File: src/sv/kts_ram.sv
// Generic single-write, single-read RAM with registered read data.
// No dependencies.
module kts_ram #(
  parameter int unsigned WIDTH = 8,
  parameter int unsigned DEPTH = 64
) (
  input  logic                     clk_i,
  input  logic                     we_i,
  input  logic [$clog2(DEPTH)-1:0] waddr_i,
  input  logic [WIDTH-1:0]         wdata_i,
  input  logic [$clog2(DEPTH)-1:0] raddr_i,
  output logic [WIDTH-1:0]         rdata_o
);

  logic [WIDTH-1:0] mem_q [DEPTH];
  logic [WIDTH-1:0] rdata_q;

  always_ff @(posedge clk_i) begin
    if (we_i) begin
      mem_q[waddr_i] <= wdata_i;
    end
    rdata_q <= mem_q[raddr_i];
  end

  assign rdata_o = rdata_q;

endmodule

File: config.mk
export PLATFORM = sky130hd
export DESIGN_NAME = kts_ram
export DESIGN_NICKNAME = d
export VERILOG_FILES = /design/src/sv/kts_ram.sv
export SDC_FILE = /design/constraint.sdc
export NUM_CORES = 1
export LEC_CHECK = 0
export ABC_AREA = 1
export BUFFER_PORTS_ARGS = -buffer_cell sky130_fd_sc_hd__buf_2
export CELL_PAD_IN_SITES_DETAIL_PLACEMENT = 2
export CELL_PAD_IN_SITES_GLOBAL_PLACEMENT = 2
export CORE_MARGIN = 10
export CORE_UTILIZATION = 25
export CTS_BUF_LIST = sky130_fd_sc_hd__clkbuf_16
export DETAILED_ROUTE_END_ITERATION = 7
export PLACE_DENSITY = 0.51
export SKIP_LAST_GASP = 1
export SLEW_MARGIN = 40
export SYNTH_ARGS = -nofsm -noshare
export SYNTH_HDL_FRONTEND = slang
export SYNTH_SLANG_ARGS = --single-unit
File: constraint.sdc
create_clock -name clk_i -period 4.84 [get_ports clk_i]
set_input_delay 1.452 -clock clk_i [delete_from_list [all_inputs] [get_ports clk_i]]
set_output_delay 1.452 -clock clk_i [all_outputs]
set_load 0.01 [all_outputs]
==> results by group <==
Job
  – Max cap viols: 0

Setup path
  – Crit-path cells: clkbuf_8, inv_8, buf_12, nand2_1, nand3_1, nand3_1, nand2_1, nand2_1, nand3_1, nand3_1, nand2_1
  – CP arrival: around 3.7 ns
  – Critical path capture point type: flop
  – Delay of the slowest cell on the worst path: approximately 0.36 ns
  – CP max FO: 65
  – Max stage delay cell, worst path: inv_8
  – Cell family with most CP delay: simple AND/OR/NAND/NOR gates
  – Nature of the critical path startpoint: input pin
  – CP Buf/Inv Count: 3
  – WS Path Type: input pin to flop
  – Worst path required time: roughly 5.4 ns

Detailed routing
  – Final ANT Viol Nets: 0
  – WL/cell: ~24 um
  – # DRC: 0
  – Via count: ~14000
  – Drt initial violations: just under 900
  – Routed vias/inst: about 4.6
  – Final wirelength: around 74000 um
  – First-pass DRT Iterations: 5

Synth
  – Post-synthesis register bit count: 520
  – Library cells used by synthesis: 16
  – Synth Area per Inst: 11.8 um^2
  – Post-synth top area share: 72.0%
  – Post-Syn Nets: ~1800
  – Largest area contributor in the netlist: edfxtp_1
  – Post-synth EDFFs: around 510
  – Count leader, synth: nand2_1
  – Synth async-reset ratio: 0%
  – Syn. warnings: 0
  – Register area share after synthesis: between 70% and 80%
  – Synth top area cells: edfxtp_1 72%, nand2_1 11%, nand3_1 10%
  – Synth Instances: about 1800
  – Post-Syn Area: 21300 um^2
  – Main synth FF type: edfxtp_1
  – Synth cell count leaders: 648 x nand2_1, 512 x edfxtp_1, 439 x nand3_1, 56 x nor2_1, 37 x buf_2

Pwr
  – Maximum VDD drop: roughly 240 uV
  – Pleak: approximately 0.0089 uW
  – Power per cell area: ~400 nW/um^2
  – Total power: around 10000 uW

Die
  – Die width: 312 um
  – Die height: between 300 and 400 um
  – Initial core utilization: between 20% and 30%
  – Num rows: 107
  – Core Box Area: ~85000 um^2
  – IO Pins: 30
  – Full die area: ~97000 um^2

Finish
  – Util after Layout: 29.3%
  – Area growth, synth to finish: 16.5%
  – Share of cells above drive strength 1: roughly 11%
  – Nets: 1902

STA
  – Final worst-path cycle share: between 60% and 70%
  – Final setup fails: 0
  – Slew Limit Fails: 0
  – Min Tclk post-route: about 3.1 ns
  – Setup Skew: 0.0177 ns
  – Worst relative slew slack: ~44%
  – Final hold violation count: 0
  – Unrepaired setup endpoints after global routing: false
  – Setup_tns: 0 ns
  – Slew of the pin with the lowest slew margin: approximately 0.84 ns
  – Fmax: around 0.32 GHz
  – Hold_ws: about 0.82 ns

Clock tree
  – Clk buf depth: 3
  – Setup Fix Bufs, Post-CTS: 0
  – Root Driver: clkbuf_16
  – CTS resizes: 0
  – Number of clock sinks: 520
  – CTS Hold Bufs: 0
  – Clock latency on the worst-skew pair: roughly 0.63 ns
  – CTS tree: yes
  – CTS Buf Count: just over 60
  – H-Tree Depth: 2
  – Clock-pin transition on the worst setup and hold timing paths: 0.06 ns

Global routing
  – First-pass GRT wire length: between 100000 and 150000 um
  – Number of global-route vias before repair: between 15000 and 20000
  – Global route total overflow: 0
  – Largest net degree at the start of global routing: between 100 and 150
  – Initial antenna violation count: 3
  – Overall global routing resource usage: approximately 15%

Hold path
  – Worst hold path type: flop to flop

Placement
  – Final RePlAce weighted congestion: between 0.7 and 0.8
  – Port Buf Inserts: 29
  – HPWL Detailed: between 40000 and 50000 um

Status
  – Run status: complete, no violations
## flip-flops by register name (all words and copies together), names as in the netlist
| name | flops |
|---|---|
| mem_q | 512 |
| rdata_o | 8 |
## layer usage
metal	track usage (%)	share of wire, %	up-vias
met2	23.8	46	229
met4	3.77	2.1	0
met3	2.09	3.6	98
li1	-	-	6511
met1	21.6	48	7464
met5	0	0	-
## power by group
part / total (uW) / internal (uW) / switching, uW
Sequential: 5010 / 4980 / 28.9
Combinational: 660 / 157 / 503
Clock: 4320 / 2440 / 1890
## cells by family (layout without fill, tap and decap cells)
logic type | after synthesis | in the layout | synth area share (%)
DFF | 520 | 520 | 72.8
and+or+nand+nor | 1160 | 1160 | 23.2
other | 0 | 2 | 0
buffers and inverters | 125 | 250 | 4.02
## tightest hold or removal path: cells and delay by family (launching register included)
family	cells	cell delay, ns
flops	1	0.32
simple gates	8	0.48
## layout by cell type, fill, tap and decap left out
| cell | n |
|---|---|
| edfxtp_1 | 512 |
| buf_12 | 11 |
| nand2_1 | 648 |
| buf_2 | 23 |
| buf_6 | 1 |
| dfxtp_1 | 8 |
| buf_4 | 89 |
| clkinv_2 | 13 |
| inv_1 | 24 |
| inv_2 | 2 |
| bufinv_16 | 2 |
| nor2_1 | 55 |
| clkbuf_16 | 63 |
| nand3_1 | 439 |
| inv_4 | 1 |
| nor2_2 | 1 |
| nor4_2 | 2 |
| nand4_1 | 9 |
| diode_2 | 2 |
| inv_6 | 2 |
| nor4_1 | 6 |
| inv_8 | 2 |
| clkbuf_8 | 1 |
| clkinv_1 | 16 |
## final timing paths
kind / start / to / slack, ns / cells past startpoint
min reg2reg: mem_q[56][1] / rdata_o[1] / 0.82 / 8
max reg2reg: mem_q[3][7] / rdata_o[7] / 3.30 / 8
min: mem_q[56][1] / rdata_o[1] / 0.82 / 8
max: raddr_i[0] / rdata_o[5] / 1.75 / 11
## final cells by class
type	count	area (um^2)
repair buffers	125	1030
clock buffers	63	1580
diodes	2	5.00
clock inverters	50	274
multi-input cells	1160	4960
flip-flops and latches	520	15500
inverters	12	55.1
fillers	9183	60000
well taps	1144	1430
## stage by stage
stage | instances | instance area (um^2) | setup slack, ns
after floorplan | 1805 | 21300 | 1.62
after global placement | 2960 | 23000 | 1.07
after detailed placement | 2960 | 23000 | 1.10
after CTS | 3073 | 24800 | 1.76
after global routing | 3074 | 24900 | 1.52
final | 3076 | 24900 | 1.75
No activity file was read; power rests on OpenSTA's default activity.
