**src/sv/kts_pkg.sv**
```systemverilog
// Package for the keyframe track sampler: widths, register indexes, opcodes,
// reset values and the request/response types of the shared multiply-divide unit.
// No dependencies.
package kts_pkg;

  localparam int unsigned MAX_KEYS    = 64;
  localparam int unsigned KEY_AW      = $clog2(MAX_KEYS);
  localparam int unsigned KEY_IDX_W   = 6;
  localparam int unsigned TIME_W      = 24;
  localparam int unsigned VAL_W       = 32;
  localparam int unsigned VEC_W       = 3 * VAL_W;
  localparam int unsigned DT_W        = 16;
  localparam int unsigned FPS_W       = 8;
  localparam int unsigned RATE_W      = 9;
  localparam int unsigned CNT_W       = 7;
  localparam int unsigned CFG_IDX_W   = 3;
  localparam int unsigned CFG_DATA_W  = 24;

  localparam int unsigned M1_W        = DT_W + FPS_W;
  localparam int unsigned M2_W        = M1_W + RATE_W;
  localparam int unsigned ADV_SHIFT   = 12;
  localparam int unsigned ADV_W       = M2_W - ADV_SHIFT;

  localparam int unsigned MD_AW       = VAL_W + 1;
  localparam int unsigned MD_BW       = TIME_W;
  localparam int unsigned MD_LO_W     = 16;
  localparam int unsigned MD_HI_W     = MD_AW - MD_LO_W;
  localparam int unsigned MD_PP_W     = MD_HI_W + MD_BW;
  localparam int unsigned MD_LOP_W    = MD_LO_W + MD_BW;
  localparam int unsigned MD_PROD_W   = MD_AW + MD_BW;
  localparam int unsigned DIV_STEPS   = MD_AW;
  localparam int unsigned MD_STEP_W   = $clog2(DIV_STEPS);

  localparam logic [CFG_IDX_W-1:0] CFG_PLAYING = 3'd0;
  localparam logic [CFG_IDX_W-1:0] CFG_LOOP    = 3'd1;
  localparam logic [CFG_IDX_W-1:0] CFG_REVERSE = 3'd2;
  localparam logic [CFG_IDX_W-1:0] CFG_RATE    = 3'd3;
  localparam logic [CFG_IDX_W-1:0] CFG_FPS     = 3'd4;
  localparam logic [CFG_IDX_W-1:0] CFG_LENGTH  = 3'd5;
  localparam logic [CFG_IDX_W-1:0] CFG_KEYCNT  = 3'd6;

  localparam logic OP_KEY_WRITE = 1'b0;
  localparam logic OP_TICK      = 1'b1;

  localparam logic [RATE_W-1:0] RATE_RESET   = 9'd256;
  localparam logic [FPS_W-1:0]  FPS_RESET    = 8'd30;
  localparam logic [CNT_W-1:0]  KEYCNT_RESET = 7'd2;
  localparam logic [CNT_W-1:0]  KEYCNT_MIN   = 7'd2;

  typedef struct packed {
    logic               start;
    logic [MD_AW-1:0]   mult_a;
    logic [MD_BW-1:0]   mult_b;
    logic [MD_BW-1:0]   divisor;
  } md_req_t;

  typedef struct packed {
    logic               done;
    logic [MD_AW-1:0]   quotient;
    logic [MD_BW-1:0]   remainder;
  } md_rsp_t;

endpackage

```
**src/sv/kts_muldiv.sv**
```systemverilog
// Shared multiply-divide unit: quotient and remainder of (a * b) / d, with the
// product built from two partial products and a one-bit-per-cycle restoring divide.
// Depends on kts_pkg.
module kts_muldiv (
  input  logic              clk_i,
  input  logic              rst_ni,
  input  kts_pkg::md_req_t  req_i,
  output kts_pkg::md_rsp_t  rsp_o
);

  localparam logic [2:0] MD_IDLE   = 3'd0;
  localparam logic [2:0] MD_MUL_LO = 3'd1;
  localparam logic [2:0] MD_MUL_HI = 3'd2;
  localparam logic [2:0] MD_ADD    = 3'd3;
  localparam logic [2:0] MD_DIV    = 3'd4;

  localparam logic [kts_pkg::MD_STEP_W-1:0] LAST_STEP =
    kts_pkg::MD_STEP_W'(kts_pkg::DIV_STEPS - 1);

  logic [2:0]                      state_q, state_d;
  logic [kts_pkg::MD_STEP_W-1:0]   step_q, step_d;
  logic                            done_q, done_d;
  logic [kts_pkg::MD_AW-1:0]       a_q, a_d;
  logic [kts_pkg::MD_BW-1:0]       b_q, b_d;
  logic [kts_pkg::MD_BW-1:0]       d_q, d_d;
  logic [kts_pkg::MD_LOP_W-1:0]    lo_q, lo_d;
  logic [kts_pkg::MD_PP_W-1:0]     hi_q, hi_d;
  logic [kts_pkg::MD_BW-1:0]       rem_q, rem_d;
  logic [kts_pkg::MD_AW-1:0]       dvd_q, dvd_d;

  logic [kts_pkg::MD_HI_W-1:0]     mul_a;
  logic [kts_pkg::MD_PP_W-1:0]     pp;
  logic [kts_pkg::MD_PROD_W-1:0]   prod;
  logic [kts_pkg::MD_BW:0]         trial;
  logic [kts_pkg::MD_BW:0]         diff;
  logic                            ge;

  always_comb begin
    mul_a = (state_q == MD_MUL_LO) ? kts_pkg::MD_HI_W'(a_q[kts_pkg::MD_LO_W-1:0])
                                   : a_q[kts_pkg::MD_AW-1:kts_pkg::MD_LO_W];
    pp    = kts_pkg::MD_PP_W'(mul_a) * kts_pkg::MD_PP_W'(b_q);
    prod  = {hi_q, {kts_pkg::MD_LO_W{1'b0}}} + kts_pkg::MD_PROD_W'(lo_q);
    trial = {rem_q, dvd_q[kts_pkg::MD_AW-1]};
    diff  = trial - {1'b0, d_q};
    ge    = (trial >= {1'b0, d_q});
  end

  always_comb begin
    state_d = state_q;
    step_d  = step_q;
    done_d  = 1'b0;
    a_d     = a_q;
    b_d     = b_q;
    d_d     = d_q;
    lo_d    = lo_q;
    hi_d    = hi_q;
    rem_d   = rem_q;
    dvd_d   = dvd_q;
    case (state_q)
      MD_IDLE: begin
        if (req_i.start) begin
          a_d     = req_i.mult_a;
          b_d     = req_i.mult_b;
          d_d     = req_i.divisor;
          state_d = MD_MUL_LO;
        end
      end
      MD_MUL_LO: begin
        lo_d    = pp[kts_pkg::MD_LOP_W-1:0];
        state_d = MD_MUL_HI;
      end
      MD_MUL_HI: begin
        hi_d    = pp;
        state_d = MD_ADD;
      end
      MD_ADD: begin
        rem_d   = prod[kts_pkg::MD_PROD_W-1:kts_pkg::MD_AW];
        dvd_d   = prod[kts_pkg::MD_AW-1:0];
        step_d  = '0;
        state_d = MD_DIV;
      end
      MD_DIV: begin
        rem_d = ge ? diff[kts_pkg::MD_BW-1:0] : trial[kts_pkg::MD_BW-1:0];
        dvd_d = {dvd_q[kts_pkg::MD_AW-2:0], ge};
        if (step_q == LAST_STEP) begin
          done_d  = 1'b1;
          state_d = MD_IDLE;
        end else begin
          step_d = step_q + 1'b1;
        end
      end
      default: state_d = MD_IDLE;
    endcase
  end

  always_ff @(posedge clk_i or negedge rst_ni) begin
    if (!rst_ni) begin
      state_q <= MD_IDLE;
      done_q  <= 1'b0;
    end else begin
      state_q <= state_d;
      done_q  <= done_d;
    end
  end

  always_ff @(posedge clk_i) begin
    step_q <= step_d;
    a_q    <= a_d;
    b_q    <= b_d;
    d_q    <= d_d;
    lo_q   <= lo_d;
    hi_q   <= hi_d;
    rem_q  <= rem_d;
    dvd_q  <= dvd_d;
  end

  assign rsp_o.done      = done_q;
  assign rsp_o.quotient  = dvd_q;
  assign rsp_o.remainder = rem_q;

  a_rem_below_divisor: assert property (@(posedge clk_i) disable iff (!rst_ni)
    (state_q == MD_DIV) |-> (rem_q < d_q))
    else $error("partial remainder not below divisor");

  a_done_single: assert property (@(posedge clk_i) disable iff (!rst_ni)
    done_q |=> !done_q)
    else $error("done held for more than one cycle");

  a_start_when_idle: assert property (@(posedge clk_i) disable iff (!rst_ni)
    req_i.start |-> (state_q == MD_IDLE))
    else $error("start while busy");

endmodule

```
**config.mk**
```make
export PLATFORM = sky130hd
export DESIGN_NAME = kts_muldiv
export DESIGN_NICKNAME = d
export VERILOG_FILES = /design/src/sv/kts_pkg.sv /design/src/sv/kts_muldiv.sv
export SDC_FILE = /design/constraint.sdc
export NUM_CORES = 1
export LEC_CHECK = 0
export BUFFER_PORTS_ARGS = -buffer_cell sky130_fd_sc_hd__buf_2
export CAP_MARGIN = 20
export CORE_MARGIN = 3
export CORE_UTILIZATION = 51
export CTS_CLUSTER_DIAMETER = 40
export CTS_CLUSTER_SIZE = 12
export DETAILED_ROUTE_END_ITERATION = 6
export GPL_ROUTABILITY_DRIVEN = 0
export HOLD_SLACK_MARGIN = 0.02
export PLACE_DENSITY = 0.71
export SKIP_LAST_GASP = 1
export SLEW_MARGIN = 20
export SYNTH_ARGS = -nofsm -noshare
export SYNTH_HDL_FRONTEND = slang
export SYNTH_SLANG_ARGS = --single-unit
```
**constraint.sdc**
```tcl
create_clock -name clk_i -period 16.3 [get_ports clk_i]
set_input_delay 2.445 -clock clk_i [delete_from_list [all_inputs] [get_ports clk_i]]
set_output_delay 2.445 -clock clk_i [all_outputs]
set_load 0.01 [all_outputs]
```
==> metrics.csv, run 1 <==
metric,value,unit
outcome,"finished, final reports clean",
n_fill_cell,3971,
cp_common_cell,fa_1,
crit_type,reg -> reg,
syn_to_final_growth,10.1,%
ys_seq_elements,229,
min_path_cells,2,
r2r_end,lo_q[37],
dieHeight,224,um
avgSynthCellArea,10.1,um2
diodes,0,
max_clock_freq,126,MHz
critPathTopFamily,adder cells,
max_slew_margin,27.4,%
wl,57000,um
grt_pass1_vias,17800,
hold_class,reg -> reg,
yosysUniqueCellTypes,73,
period_share,48.7,%
cts.sinks,229,
grt_max_degree,59,
ys_seq_area_share,28.3,%
critPathLaunchType,flip-flop,
track_usage,23.3,%
via_count,17000,
die_w,224,um
hpwl,43300,um
grt_pass1_wl,93400,um
antenna_found_initial,0,
port_buffers,141,
setup_viol,0,
skew,0.0128,ns
synth.cell_area,24300,um2
grt_overflow_total,0,
drt_iter0_drc,1284,
rows,79,
die_area,50200,um2
crit_slowest_cell,mux2_2,
synth_top_area_share,27.9,%
wl_per_cell,18.2,um
ff2ff_setup_slack,8.35,ns
drv_slew,0,
root_buffer,clkbuf_16,
clockBufferDepth,3,
synth_most_common_cell,inv_1,
cts_max_level,2,
rsz0062_at_grt,false,
core-area,46800,um2
synth_nets,2989,
drive_gt1_share,9.92,%
cp-end-kind,flip-flop,
synthCells,2409,
path_cells,nor3b_2 -> buf_4 -> mux2_2 -> nand2_1 -> fa_1 -> inv_1 -> fa_1 -> fa_1 -> fa_1 -> fa_1 -> inv_1 -> fa_1 -> inv_1 -> ha_1 -> a21o_1 -> a21o_1 -> a221oi_1 -> o21ai_2 -> o41ai_2 -> o31ai_1 -> a211oi_1 -> xnor2_1,
synth_edf_count,225,
hold_viol,0,
cts_setup_buffers,0,
cts_resized,0,
worst-slew-pin-transition,1.08,ns
synth_top_flop_cell,edfxtp_1,
max_stage_delay,0.74,ns
tns,0,ns
yosysTopAreaCell,edfxtp_1,
yosysWarnings,0,
final_util,57.1,%
viasPerCell,5.43,
cap_violations,0,
reg2regPathDepth,22,
worstSkewPairLatency,0.55,ns
cts_buffers,37,
drtPass1Iterations,5,
fin_nets,3084,
path_buf_inv,4,
fin_crit,7.95,ns
tritoncts,yes,
path_max_fanout,58,
io_pins,142,
holdCritStartpoint,lo_q[2],
cp.required,16.59,ns
route.detailed.drc,0,
postRouteAntennaNets,0,
start_util,51.9,%
r2r_start,state_q[2],
cp.arrival,8.23,ns
synthTopCellsByArea,"edfxtp_1 (28%), fa_1 (27%), ha_1 (8.5%), inv_1 (6.7%), nand2_1 (5.7%)",
cts_hold_buf,0,
async_reset_ff_share,1.75,%
min_to,dvd_q[2],
clk_pin_slew,0.05,ns
ys_top_cells_by_count,"inv_1 (431), nand2_1 (370), fa_1 (331)",
cell type report:
| cell class | instances | area (um2) | share of cell area, % |
|---|---|---|---|
| Multi-Input combinational cell | 1656 | 15400 | 57.8 |
| Tap cell | 607 | 759 | 2.84 |
| Clock buffer | 41 | 962 | 3.60 |
| Sequential cell | 229 | 6860 | 25.7 |
| Clock inverter | 25 | 297 | 1.11 |
| Timing Repair Buffer | 149 | 766 | 2.87 |
| Inverter | 431 | 1620 | 6.06 |
worst max path at each step:
stage / from / depth (start not counted) / to / slack (ns)
2_1_floorplan: req_i[81] / 1 / a_q[0] / 4.93
3_3_place_gp: state_q[2] / 23 / hi_q[37] / 8.64
5_1_grt: state_q[2] / 23 / lo_q[37] / 7.94
6_report: state_q[2] / 22 / lo_q[37] / 8.35
3_5_place_dp: state_q[2] / 22 / lo_q[37] / 8.45
4_1_cts: state_q[2] / 22 / lo_q[37] / 8.42
kinds of logic after synthesis:
group / synth area share (%)
mux: 2.33
fa+ha+maj: 35.8
simple gates: 14.1
compound gates: 8.06
xor+xnor: 3.21
buf+inv: 8.20
flops: 28.3
layout by cell type, fill, tap and decap left out, drive strengths merged, types with 14 or more instances in the layout:
cell	n
inv	437
nand2	370
fa	331
edfxtp	225
and2	166
ha	165
buf	149
a21oi	92
nor2	64
xnor2	60
o21ai	59
a21o	41
clkbuf	41
mux2i	35
xor2	29
nor3	24
o21a	20
mux2	19
nand3	15
a211oi	14
stage by stage:
step / worst slack (ns) / hold WS, ns / cells / area (um2)
3_3_place_gp: 8.64 / 0.512 / 3072 / 25400
4_1_cts: 8.42 / 0.525 / 3138 / 26700
3_5_place_dp: 8.45 / 0.514 / 3072 / 25400
6_report: 8.35 / 0.524 / 3138 / 26700
2_1_floorplan: 4.93 / 0.491 / 2409 / 24300
5_1_grt: 7.94 / 0.548 / 3138 / 26700
layer usage:
metal | global-route usage (%) | vias up | share of wire [%]
li1 | - | 7910 | -
met1 | 31.3 | 8361 | 42
met2 | 38.0 | 641 | 46
met3 | 4.99 | 124 | 8.0
met4 | 7.41 | 0 | 3.2
met5 | 0 | - | 0
flip-flops by register name, summed over array words and instances (netlist names), 3 cells and up:
name,cells
dvd_q,33
b_q,24
hi_q,41
rem_q,24
d_q,24
step_q,6
lo_q,40
state_q,3
a_q,33
worst reg2reg max path, cell delays in order (launching register included):
cell	delay [ns]
dfrtp_1	0.48
nor3b_2	0.21
buf_4	0.65
mux2_2	0.81
nand2_1	0.19
fa_1	0.59
inv_1	0.06
fa_1	0.58
fa_1	0.45
fa_1	0.47
fa_1	0.51
inv_1	0.06
fa_1	0.47
inv_1	0.04
ha_1	0.33
a21o_1	0.20
a21o_1	0.18
a221oi_1	0.34
o21ai_2	0.15
o41ai_2	0.35
o31ai_1	0.17
a211oi_1	0.28
xnor2_1	0.13
Power of run 1 is not shown: default switching activity piles up to over one toggle a cycle in this logic, so the estimate is an artifact.
==> run 2: changes to the inputs <==
- clock period: 16.3 -> 7.6 ns (I/O delays scaled with it)
==> run 2 against run 1 <==
  * Maximum frequency is 7.6% higher
  * Sequential cell count stayed put
  * Setup slack worse by 8.1 ns
  * Cell count is 0.70% higher
  * Global-route usage is 0.67 points lower
  * Wire length is 3.1% lower
  * Final area is 0.92% higher
  * Utilization is 0.53 points higher
  * First-iteration DRC count is 7.0% lower
  * Hold slack worse by 0.12 ns
  * Critical path depth stayed put
==> metrics.csv, run 2 (synthesized netlist as in run 1, its figures left out) <==
metric,value,unit,change
tritoncts,yes,,unchanged
hold_class,in -> async,,was reg -> reg
drtPass1Iterations,7,,was 5
grt_overflow_total,0,,unchanged
drt_iter0_drc,1194,,"was 1,284"
crit_slowest_cell,fa_1,,was mux2_2
io_pins,142,,unchanged
cts_buffers,37,,unchanged
hpwl,44300,um,"was 43,300 um"
post_dp_cell_area,25600,um2,"was 25,400 um2"
port_buffers,141,,unchanged
syn_to_final_growth,11.1,%,was 10.1%
track_usage,22.6,%,was 23.3%
fin_area,26900,um2,"was 26,700 um2"
start_util,51.9,%,unchanged
largest_reg_flops,41,,unchanged
hold_viol,0,,unchanged
wl,55200,um,"was 57,000 um"
cts_max_level,2,,unchanged
path_cells,nor3b_2 -> buf_12 -> mux2_2 -> buf_4 -> and2_1 -> fa_1 -> inv_1 -> fa_1 -> fa_1 -> inv_1 -> fa_1 -> fa_1 -> fa_1 -> ha_1 -> and2_1 -> and3_1 -> a221oi_1 -> o21ai_2 -> o41ai_4 -> o31ai_1 -> a211oi_1 -> xnor2_1,,was nor3b_2 -> buf_4 -> mux2_2 -> nand2_1 -> fa_1 -> inv_1 -> fa_1 -> fa_1 -> fa_1 -> fa_1 -> inv_1 -> fa_1 -> inv_1 -> ha_1 -> a21o_1 -> a21o_1 -> a221oi_1 -> o21ai_2 -> o41ai_2 -> o31ai_1 -> a211oi_1 -> xnor2_1
max_stage_delay,0.55,ns,was 0.74 ns
max_clock_freq,135,MHz,was 126 MHz
cap_violations,0,,unchanged
fin_nets,3106,,"was 3,084"
viasPerCell,5.37,,was 5.43
drive_gt1_share,10.8,%,was 9.92%
dieHeight,224,um,unchanged
crit_cells,22,,unchanged
die_w,224,um,unchanged
cts_hold_buf,0,,unchanged
rows,79,,unchanged
path_buf_inv,4,,unchanged
mostFrequentLayoutCell,inv_1,,unchanged
r2r_start,state_q[2],,unchanged
ff2ff_setup_slack,0.22,ns,was 8.35 ns
cp.arrival,7.67,ns,was 8.23 ns
grt_max_degree,58,,was 59
reg_top3,"hi_q x41, lo_q x40",,unchanged
regMostFlops,hi_q,,unchanged
grt_pass1_vias,17800,,about the same
critPathLaunchType,flip-flop,,unchanged
grt_pass1_wl,91300,um,"was 93,400 um"
r2r_end,hi_q[37],,was lo_q[37]
rsz0062_at_grt,true,,was false
root_buffer,clkbuf_16,,unchanged
cp-end-kind,flip-flop,,unchanged
cp.required,7.89,ns,was 16.59 ns
drv_slew,0,,unchanged
outcome,"finished, final reports clean",,unchanged
postRouteAntennaNets,0,,unchanged
reg2regPathDepth,22,,unchanged
via_count,17000,,about the same
cts.sinks,229,,unchanged
clk_pin_slew,0.05,ns,about the same
worstSkewPairLatency,0.56,ns,was 0.55 ns
clockBufferDepth,3,,unchanged
skew,0.0248,ns,was 0.0128 ns
wl_per_cell,17.5,um,was 18.2 um
crit_type,reg -> reg,,unchanged
cp_common_cell,fa_1,,unchanged
final_cell_mix,"inv_1 (431), nand2_1 (368), fa_1 (331)",,unchanged
setup_viol,0,,unchanged
path_max_fanout,18,,was 58
critPathTopFamily,adder cells,,unchanged
route.detailed.drc,0,,unchanged
max_slew_margin,32.4,%,was 27.4%
n_fill_cell,3973,,"was 3,971"
antenna_found_initial,0,,unchanged
worst-slew-pin-transition,1.01,ns,was 1.08 ns
fin_crit,7.38,ns,was 7.95 ns
die_area,50200,um2,unchanged
core-area,46800,um2,unchanged
period_share,97.2,%,was 48.7%
diodes,0,,unchanged
-- run 2: worst max-delay path by stage --
stage | slack (ns) | to | from
detailed placement | 0.18 | hi_q[37] | state_q[2]
CTS | 0.14 | hi_q[37] | state_q[2]
global placement | 0.46 | lo_q[37] | state_q[2]
global route | -0.06 | hi_q[37] | state_q[2]
floorplan | 0.21 | hi_q[37] | state_q[2]
finish | 0.22 | hi_q[37] | state_q[2]
-- run 2: stage by stage --
step	util [%]	std cells	setup TNS, ns	hold slack (ns)	setup slack (ns)
6_report	57.6	3160	0	0.402	0.215
3_3_place_gp	54.7	3091	0	0.511	0.457
5_1_grt	57.6	3160	-0.139	0.387	-0.0606
4_1_cts	57.5	3157	0	0.373	0.143
3_5_place_dp	54.7	3091	0	0.510	0.179
2_1_floorplan	-	2409	0	0.491	0.205
-- run 2: cell type report --
| class | instances | area (um2) | share of cell area, % |
|---|---|---|---|
| Timing Repair Buffer | 171 | 943 | 3.50 |
| Inverter | 431 | 1620 | 6.00 |
| Clock buffer | 40 | 958 | 3.56 |
| Sequential cell | 229 | 6860 | 25.4 |
| Tap cell | 607 | 759 | 2.82 |
| Multi-Input combinational cell | 1656 | 15500 | 57.4 |
| Clock inverter | 26 | 333 | 1.24 |
-- run 2: what timing repair did --
item                       in CTS  in global routing
setup endpoints to repair       0                 13
buffers inserted                0                  3
resized for setup               0                  8
-- run 2: layer usage --
layer	up-vias	track usage [%]	wire (um)
met5	-	0	0
met4	0	6.93	1560
met3	113	5.37	4380
met2	604	35.4	24600
met1	8301	31.5	24600
li1	7962	-	-
Power of run 2 is left out for the same reason.
